[src/rtl/fos_pkg.sv]
// ----------------------------------------------------------------------------
// fos_pkg
// Shared types, constants and the coefficient table of the 55-tap FIR with
// switch-selected output.
// ----------------------------------------------------------------------------
package fos_pkg;

    localparam int TAPS        = 55;
    localparam int SAMPLE_BITS = 16;
    localparam int COEF_BITS   = 16;
    localparam int COEF_LEN    = 55;
    localparam int FRAC_BITS   = 15;
    localparam int TAP_BITS    = (TAPS > 1) ? $clog2(TAPS) : 1;
    localparam int PROD_BITS   = SAMPLE_BITS + COEF_BITS;
    localparam int ACC_BITS    = PROD_BITS + TAP_BITS;
    localparam int DRAIN_CYCLES = 2;

    typedef logic signed [SAMPLE_BITS-1:0] sample_t;
    typedef logic signed [COEF_BITS-1:0]   coef_t;
    typedef logic signed [PROD_BITS-1:0]   prod_t;
    typedef logic signed [ACC_BITS-1:0]    acc_t;
    typedef logic [TAP_BITS-1:0]           tap_t;

    typedef enum logic [1:0] {
        SEQ_IDLE,
        SEQ_RUN,
        SEQ_DRAIN,
        SEQ_DONE
    } seq_state_t;

    typedef struct packed {
        logic clear;
        logic issue;
        logic tap_live;
        tap_t tap;
    } mac_ctl_t;

    localparam coef_t COEF_TABLE [COEF_LEN] = '{
            16'sd0,    16'sd231,      16'sd0,   -16'sd359,      16'sd0,
          16'sd457,      16'sd0,   -16'sd478,      16'sd0,    16'sd376,
            16'sd0,   -16'sd115,      16'sd0,   -16'sd319,      16'sd0,
          16'sd915,      16'sd0,  -16'sd1630,      16'sd0,   16'sd2394,
            16'sd0,  -16'sd3122,      16'sd0,   16'sd3724,      16'sd0,
        -16'sd4121,      16'sd0,   16'sd4260,      16'sd0,  -16'sd4121,
            16'sd0,   16'sd3724,      16'sd0,  -16'sd3122,      16'sd0,
         16'sd2394,      16'sd0,  -16'sd1630,      16'sd0,    16'sd915,
            16'sd0,   -16'sd319,      16'sd0,   -16'sd115,      16'sd0,
          16'sd376,      16'sd0,   -16'sd478,      16'sd0,    16'sd457,
            16'sd0,   -16'sd359,      16'sd0,    16'sd231,      16'sd0
    };

    // taps beyond the table carry a zero coefficient
    function automatic coef_t coef_at(tap_t k);
        coef_t c;
        c = '0;
        if (int'(k) < COEF_LEN)
        begin
            c = COEF_TABLE[int'(k)];
        end
        return c;
    endfunction

endpackage

[src/rtl/fos_if.sv]
// ----------------------------------------------------------------------------
// fos_in_if / fos_out_if
// Valid/ready channels carrying the input sample with switch levels, and the
// selected output sample.
// ----------------------------------------------------------------------------
interface fos_in_if
    import fos_pkg::*;
();
    logic    valid;
    logic    ready;
    sample_t sample_in;
    logic    switch_zero;
    logic    switch_one;

    modport source (output valid, output sample_in, output switch_zero,
                    output switch_one, input ready);
    modport sink   (input valid, input sample_in, input switch_zero,
                    input switch_one, output ready);
endinterface

interface fos_out_if
    import fos_pkg::*;
();
    logic    valid;
    logic    ready;
    sample_t sample_out;

    modport source (output valid, output sample_out, input ready);
    modport sink   (input valid, input sample_out, output ready);
endinterface

[src/rtl/fir_filter_with_output_select_core.sv]
// ----------------------------------------------------------------------------
// fir_filter_with_output_select_core
// 55-tap direct-form FIR over a RAM-based delay line, with the output picked
// by two switch levels: bypass, filtered or zero.
// ----------------------------------------------------------------------------
// One transaction in gives one transaction out. From acceptance to a loaded
// result, the core takes the sample and writes it to the delay store, runs
// one multiply-accumulate per tap through the single read port of the store,
// lets the MAC pipeline drain and loads the output register. The next item is
// taken in the cycle after the result is loaded, while that result may still
// wait to be taken; the result is held in the output register, and only when
// it is still unclaimed at the end of the following item does the core wait.
// The delay line reads as zero after reset. Filtered values are the Q1.15 sum
// scaled by 2^-15, truncated toward zero and saturated to 16 bits.
// ----------------------------------------------------------------------------
module fir_filter_with_output_select_core
    import fos_pkg::*;
(
    input  logic             clk,
    input  logic             rst_n,
    fos_in_if.sink           in_item,
    fos_out_if.source        out_item
);

    logic     accept;
    logic     out_free;
    logic     done;
    logic     wr_en;
    tap_t     wr_addr;
    logic     rd_en;
    tap_t     rd_addr;
    sample_t  rd_data;
    mac_ctl_t ctl;
    sample_t  filtered;

    sample_t  x_reg;
    logic     sw0_reg;
    logic     sw1_reg;
    logic     out_valid_reg, out_valid_next;
    sample_t  out_data_reg, out_data_next;

    assign accept   = in_item.valid && in_item.ready;
    assign out_free = !out_valid_reg || out_item.ready;

    fos_seq u_seq (
        .clk      (clk),
        .rst_n    (rst_n),
        .in_valid (in_item.valid),
        .in_ready (in_item.ready),
        .out_free (out_free),
        .done     (done),
        .wr_en    (wr_en),
        .wr_addr  (wr_addr),
        .rd_en    (rd_en),
        .rd_addr  (rd_addr),
        .ctl      (ctl)
    );

    fos_delay_mem u_mem (
        .clk     (clk),
        .wr_en   (wr_en),
        .wr_addr (wr_addr),
        .wr_data (in_item.sample_in),
        .rd_en   (rd_en),
        .rd_addr (rd_addr),
        .rd_data (rd_data)
    );

    fos_mac u_mac (
        .clk      (clk),
        .rst_n    (rst_n),
        .ctl      (ctl),
        .rd_data  (rd_data),
        .filtered (filtered)
    );

    always_ff @(posedge clk)
    begin
        if (accept)
        begin
            x_reg   <= in_item.sample_in;
            sw0_reg <= in_item.switch_zero;
            sw1_reg <= in_item.switch_one;
        end
        out_data_reg <= out_data_next;
    end

    always_ff @(posedge clk or negedge rst_n)
    begin
        if (!rst_n)
        begin
            out_valid_reg <= 1'b0;
        end
        else
        begin
            out_valid_reg <= out_valid_next;
        end
    end

    always_comb
    begin
        out_valid_next = out_valid_reg && !out_item.ready;
        out_data_next  = out_data_reg;
        if (done)
        begin
            out_valid_next = 1'b1;
            priority if (!sw0_reg)
            begin
                out_data_next = x_reg;
            end
            else if (!sw1_reg)
            begin
                out_data_next = filtered;
            end
            else
            begin
                out_data_next = '0;
            end
        end
    end

    assign out_item.valid      = out_valid_reg;
    assign out_item.sample_out = out_data_reg;

endmodule

[src/rtl/fos_delay_mem.sv]
// ----------------------------------------------------------------------------
// fos_delay_mem
// Circular sample store for the delay line: one write port, one read port
// with registered read data.
// ----------------------------------------------------------------------------
module fos_delay_mem
    import fos_pkg::*;
(
    input  logic    clk,
    input  logic    wr_en,
    input  tap_t    wr_addr,
    input  sample_t wr_data,
    input  logic    rd_en,
    input  tap_t    rd_addr,
    output sample_t rd_data
);

    sample_t mem [TAPS];
    sample_t rd_data_reg;

    always_ff @(posedge clk)
    begin
        if (wr_en)
        begin
            mem[wr_addr] <= wr_data;
        end
        if (rd_en)
        begin
            rd_data_reg <= mem[rd_addr];
        end
    end

    assign rd_data = rd_data_reg;

endmodule

[src/rtl/fos_mac.sv]
// ----------------------------------------------------------------------------
// fos_mac
// Coefficient lookup, multiplier and accumulator, followed by the scaling
// (truncation toward zero) and saturation of the accumulated sum.
// ----------------------------------------------------------------------------
module fos_mac
    import fos_pkg::*;
(
    input  logic     clk,
    input  logic     rst_n,
    input  mac_ctl_t ctl,
    input  sample_t  rd_data,
    output sample_t  filtered
);

    localparam acc_t ROUND_BIAS = acc_t'((2 ** FRAC_BITS) - 1);
    localparam acc_t SAT_MAX    = acc_t'((2 ** (SAMPLE_BITS - 1)) - 1);
    localparam acc_t SAT_MIN    = acc_t'(-(2 ** (SAMPLE_BITS - 1)));

    logic  s1_valid_reg;
    logic  s2_valid_reg;
    logic  live_reg;
    coef_t coef_reg;
    prod_t prod_reg;
    acc_t  acc_reg;
    acc_t  acc_next;
    acc_t  scaled;

    always_ff @(posedge clk or negedge rst_n)
    begin
        if (!rst_n)
        begin
            s1_valid_reg <= 1'b0;
            s2_valid_reg <= 1'b0;
        end
        else
        begin
            s1_valid_reg <= ctl.issue;
            s2_valid_reg <= s1_valid_reg;
        end
    end

    // taps not yet written contribute nothing, whatever the store returns
    always_ff @(posedge clk)
    begin
        if (ctl.issue)
        begin
            coef_reg <= ctl.tap_live ? coef_at(ctl.tap) : '0;
            live_reg <= ctl.tap_live;
        end
        if (s1_valid_reg)
        begin
            if (live_reg)
            begin
                prod_reg <= rd_data * coef_reg;
            end
            else
            begin
                prod_reg <= '0;
            end
        end
        acc_reg <= acc_next;
    end

    always_comb
    begin
        acc_next = acc_reg;
        if (ctl.clear)
        begin
            acc_next = '0;
        end
        else if (s2_valid_reg)
        begin
            acc_next = acc_reg + acc_t'(prod_reg);
        end
    end

    always_comb
    begin
        scaled = (acc_reg + (acc_reg[ACC_BITS-1] ? ROUND_BIAS : acc_t'(0))) >>> FRAC_BITS;
        if (scaled > SAT_MAX)
        begin
            filtered = SAT_MAX[SAMPLE_BITS-1:0];
        end
        else if (scaled < SAT_MIN)
        begin
            filtered = SAT_MIN[SAMPLE_BITS-1:0];
        end
        else
        begin
            filtered = scaled[SAMPLE_BITS-1:0];
        end
    end

endmodule

[src/rtl/fos_seq.sv]
// ----------------------------------------------------------------------------
// fos_seq
// Sequencer: takes a transaction, writes the sample, walks the taps through
// the store, waits for the MAC pipeline to drain, then releases the result.
// Tracks the write pointer and how much of the history has been filled.
// ----------------------------------------------------------------------------
module fos_seq
    import fos_pkg::*;
(
    input  logic     clk,
    input  logic     rst_n,
    input  logic     in_valid,
    output logic     in_ready,
    input  logic     out_free,
    output logic     done,
    output logic     wr_en,
    output tap_t     wr_addr,
    output logic     rd_en,
    output tap_t     rd_addr,
    output mac_ctl_t ctl
);

    localparam tap_t LAST_TAP = tap_t'(TAPS - 1);
    localparam logic [1:0] LAST_DRAIN = 2'(DRAIN_CYCLES - 1);

    seq_state_t state_reg, state_next;
    tap_t       tap_reg, tap_next;
    tap_t       rd_addr_reg, rd_addr_next;
    tap_t       wr_ptr_reg, wr_ptr_next;
    tap_t       fill_reg, fill_next;
    logic [1:0] drain_reg, drain_next;

    always_ff @(posedge clk or negedge rst_n)
    begin
        if (!rst_n)
        begin
            state_reg   <= SEQ_IDLE;
            tap_reg     <= '0;
            rd_addr_reg <= '0;
            wr_ptr_reg  <= '0;
            fill_reg    <= '0;
            drain_reg   <= '0;
        end
        else
        begin
            state_reg   <= state_next;
            tap_reg     <= tap_next;
            rd_addr_reg <= rd_addr_next;
            wr_ptr_reg  <= wr_ptr_next;
            fill_reg    <= fill_next;
            drain_reg   <= drain_next;
        end
    end

    always_comb
    begin
        state_next   = state_reg;
        tap_next     = tap_reg;
        rd_addr_next = rd_addr_reg;
        wr_ptr_next  = wr_ptr_reg;
        fill_next    = fill_reg;
        drain_next   = drain_reg;
        in_ready     = 1'b0;
        done         = 1'b0;
        wr_en        = 1'b0;
        rd_en        = 1'b0;
        ctl          = '0;
        ctl.tap      = tap_reg;
        ctl.tap_live = (tap_reg <= fill_reg);

        unique case (state_reg)
            SEQ_IDLE:
            begin
                in_ready = 1'b1;
                if (in_valid)
                begin
                    wr_en        = 1'b1;
                    ctl.clear    = 1'b1;
                    tap_next     = '0;
                    rd_addr_next = wr_ptr_reg;
                    state_next   = SEQ_RUN;
                end
            end
            SEQ_RUN:
            begin
                rd_en        = 1'b1;
                ctl.issue    = 1'b1;
                tap_next     = tap_reg + 1'b1;
                rd_addr_next = (rd_addr_reg == '0) ? LAST_TAP : rd_addr_reg - 1'b1;
                if (tap_reg == LAST_TAP)
                begin
                    drain_next = '0;
                    state_next = SEQ_DRAIN;
                end
            end
            SEQ_DRAIN:
            begin
                drain_next = drain_reg + 1'b1;
                if (drain_reg == LAST_DRAIN)
                begin
                    state_next = SEQ_DONE;
                end
            end
            SEQ_DONE:
            begin
                if (out_free)
                begin
                    done        = 1'b1;
                    wr_ptr_next = (wr_ptr_reg == LAST_TAP) ? '0 : wr_ptr_reg + 1'b1;
                    if (fill_reg != LAST_TAP)
                    begin
                        fill_next = fill_reg + 1'b1;
                    end
                    state_next = SEQ_IDLE;
                end
            end
            default:
            begin
                state_next = SEQ_IDLE;
            end
        endcase
    end

    assign wr_addr = wr_ptr_reg;
    assign rd_addr = rd_addr_reg;

endmodule

[src/flat_wrapper.sv]
// flat-port wrapper written by rule: the top's interface ports become plain ports
module fir_filter_with_output_select_core_flat import fos_pkg::*;
  (clk, rst_n, in_item_valid, in_item_sample_in, in_item_switch_zero, in_item_switch_one, in_item_ready, out_item_valid, out_item_sample_out, out_item_ready);
  fos_in_if in_item_i ();
  fos_out_if out_item_i ();
  input  logic clk;
  input  logic rst_n;
  input wire logic [$bits(in_item_i.valid)-1:0] in_item_valid;
  input wire logic [$bits(in_item_i.sample_in)-1:0] in_item_sample_in;
  input wire logic [$bits(in_item_i.switch_zero)-1:0] in_item_switch_zero;
  input wire logic [$bits(in_item_i.switch_one)-1:0] in_item_switch_one;
  output wire logic [$bits(in_item_i.ready)-1:0] in_item_ready;
  output wire logic [$bits(out_item_i.valid)-1:0] out_item_valid;
  output wire logic [$bits(out_item_i.sample_out)-1:0] out_item_sample_out;
  input wire logic [$bits(out_item_i.ready)-1:0] out_item_ready;
  assign in_item_i.valid = in_item_valid;
  assign in_item_i.sample_in = in_item_sample_in;
  assign in_item_i.switch_zero = in_item_switch_zero;
  assign in_item_i.switch_one = in_item_switch_one;
  assign in_item_ready = in_item_i.ready;
  assign out_item_valid = out_item_i.valid;
  assign out_item_sample_out = out_item_i.sample_out;
  assign out_item_i.ready = out_item_ready;
  fir_filter_with_output_select_core u_core (.clk(clk), .rst_n(rst_n), .in_item(in_item_i), .out_item(out_item_i));
endmodule
[config.mk]
export PLATFORM = sky130hd
export DESIGN_NAME = fir_filter_with_output_select_core_flat
export DESIGN_NICKNAME = d
export VERILOG_FILES = /design/src/rtl/fos_pkg.sv /design/src/rtl/fos_if.sv /design/src/rtl/fir_filter_with_output_select_core.sv /design/src/rtl/fos_delay_mem.sv /design/src/rtl/fos_mac.sv /design/src/rtl/fos_seq.sv /design/src/flat_wrapper.sv
export SDC_FILE = /design/constraint.sdc
export NUM_CORES = 2
export LEC_CHECK = 0
export ABC_AREA = 1
export BUFFER_PORTS_ARGS = -buffer_cell sky130_fd_sc_hd__buf_2
export CAP_MARGIN = 20
export CORE_MARGIN = 2
export CORE_UTILIZATION = 65
export DETAILED_ROUTE_END_ITERATION = 10
export GPL_ROUTABILITY_DRIVEN = 0
export MAX_ROUTING_LAYER = met4
export PLACE_DENSITY = 0.81
export SLEW_MARGIN = 20
export SYNTH_ARGS = -nofsm -noshare
export SYNTH_HDL_FRONTEND = slang
export SYNTH_SLANG_ARGS = --single-unit
[constraint.sdc]
create_clock -name clk -period 10.5 [get_ports clk]
set_input_delay 0.525 -clock clk [delete_from_list [all_inputs] [get_ports clk]]
set_output_delay 0.525 -clock clk [all_outputs]
set_load 0.02 [all_outputs]
==> run metrics <==
Critical Path AT 7.02 ns; TritonCTS clock tree built; Setup Skew 0.0504 ns; CP cell instances nand2_1 -> inv_1 -> fa_1 -> fa_1 -> inv_1 -> fa_1 -> fa_1 -> fa_1 -> fa_1 -> inv_1 -> ha_1 -> nand2_1 -> nor2_1 -> a221oi_1 -> o21ai_0 -> a21oi_1 -> o21ai_0 -> a21oi_1; H-tree Lvls 3; drt total wl 145000 um; drt pass-1 iters 9; IO buf count 39; Die Wd 296 um; DR vias 40900; share of cells above drive strength 1 6.40%; DP HPWL 90900 um; Min-Delay Path Class in -> reg; largest net degree at the start of global routing 153; share of Yosys cell area claimed by the top area cell type 53.0%; minimum clock period 6.49 ns; Mapped Area 55400 um^2; Layout Area Growth over Synthesis 8.44%; sequential fraction of the synthesis area 55.7%; Setup CP Type reg -> reg; CP bufs+invs 3; Synth Warn # 0; met2 WL 68400 um; Max Root-Sink Buffers 3; Slew headroom 34.9%; # rows 107; syn avg cell area 10.5 um^2; final hold violations 0; max layer used met4; cts bufs inserted 99; routed wl met3 16500 um; max reg flops 880; Tcrit/Tclk final 61.8%; Synth area leaders edfxtp_1 (53%), fa_1 (9.3%), o21ai_0 (5.6%); M1 WL 51900 um; vias in the first global route 39500; RSZ-0062 raised after global routing false; final max-slew violation count 0; Post CTS Setup Buffer Count 0; First DRT Iteration DRCs 5620; status finished clean; Post-synth EDFFs 977; antenna violations before repair 2; FMAX 154 MHz; clk root buf clkbuf_16; Top FF cell, synth edfxtp_1; io pins 40; global-route wire length before repair 222000 um; most used cell, CP fa_1; DR vias/cell 6.30; Clock Sinks 1046; Antenna Nets Post-Route 0; most frequent cells in the layout edfxtp_1 (977), nor2_1 (760), nand2_1 (654), inv_1 (650), o21ai_0 (619); Synth Net Count 5735; DRC viols 0; endpoints failing setup 0; post-cts resize count 0; initial core utilization 65.3%; Clk Latency, worst-skew pair 0.70 ns; Overflow after GRT 0; Max stage delay cell, worst path fa_1; required time worst endpoint 11.03 ns; Die Y 296 um; Worst-Margin Slew 0.974 ns; final net count 5698; GRT Total Usage 34.4%; clock-pin slew on the worst setup and hold paths 0.06 ns; largest area contributor in the netlist edfxtp_1; family with the most delay on the worst path adder cells; CP Max Fanout 16; wire per inst 22.3 um; post-synthesis instance total 5299; Yosys cell types 55; ys async rst share 2.96%; MaxCap Viol Count 0; CORE AREA 84700 um^2; Crit. End Element flip-flop; commonest non-fill, non-tap cell in the layout edfxtp_1; Crit path largest cell delay 0.84 ns; Setup crit start kind flip-flop; TNS Setup 0 ns; flops & latches, synth 1046; die area 87600 um^2
-- tightest hold or removal path: cells and delay by family --
family	cells	cell delay, ns
AND/OR/NAND/NOR	2	0.17
buffers and inverters	2	0.13
-- what timing repair did --
| item | in CTS | in global routing |
|---|---|---|
| endpoints found under the setup margin | 0 | 0 |
| hold buffers | 3 | 0 |
| hold endpoints to repair | 33 | 0 |
-- cell families (layout without fill, tap and decap cells) --
| logic type | after synthesis | in the layout | synth area share (%) |
|---|---|---|---|
| DFF | 1046 | 1046 | 55.7 |
| AOI/OAI and AO/OA | 1242 | 1242 | 12.5 |
| and+or+nand+nor | 1611 | 1611 | 11.7 |
| xor gates and xnor gates | 44 | 44 | 0.696 |
| buffers and inverters | 942 | 990 | 6.55 |
| other | 0 | 3 | 0 |
| adders and majority gates | 414 | 414 | 12.8 |
-- synthesized netlist by cell type, drive strengths merged, types with 22 or more instances --
master / number
dfxtp: 38
o21ai: 663
o22ai: 225
nand3: 93
nand2: 678
a31oi: 24
clkbuf: 218
a21oi: 204
o211ai: 26
nand4: 22
edfxtp: 977
nor3: 27
fa: 257
nor2: 765
dfrtp: 31
buf: 56
xor2: 28
ha: 157
inv: 661
o221ai: 35
-- path summary, 6_finish.rpt --
check	start	endpoint	slack, ns	cells after the start
worst max-delay path	u_core.u_mac.coef_reg[1]	u_core.u_mac.prod_reg[28]	4.01	18
worst min-delay path	out_item_ready	u_core.out_item.valid	0.19	4
worst max register to register	u_core.u_mac.coef_reg[1]	u_core.u_mac.prod_reg[28]	4.01	18
worst min register to register	u_core.u_seq.drain_reg[0]	u_core.u_seq.drain_reg[0]	0.49	1
max in group asynchronous	rst_n	u_core.u_seq.rd_addr[2]	9.48	2
min in group asynchronous	rst_n	u_core.u_seq.fill_reg[2]	0.45	2
-- layer usage --
layer | global-route usage, % | up-vias
met3 | 5.62 | 511
met5 | - | -
li1 | - | 18000
met1 | 43.9 | 19700
met4 | 18.0 | 0
met2 | 53.6 | 2700
-- through the flow --
step | hold slack (ns) | area, um^2 | util [%] | worst slack, ns | cells
after floorplan | 0.229 | 55400 | - | 4.80 | 5299
after global placement | 0.461 | 56700 | 66.9 | 4.25 | 6301
after detailed placement | 0.488 | 56700 | 66.9 | 4.08 | 6302
after CTS | 0.164 | 60000 | 70.8 | 4.07 | 6491
after global routing | 0.196 | 60100 | 70.9 | 3.65 | 6493
final | 0.187 | 60100 | 70.9 | 4.01 | 6494
-- final cells by class --
type	instances	area, um^2
flip-flops and latches	1046	30900
clock buffers	127	2650
diodes	3	7.51
repair buffers	136	968
fillers	5649	24700
well taps	1144	1430
multi-input cells	3311	20900
clock inverters	59	654
inverters	668	2520
Power is not shown: default switching activity piles up to over one toggle a cycle in this logic, so the estimate is an artifact.
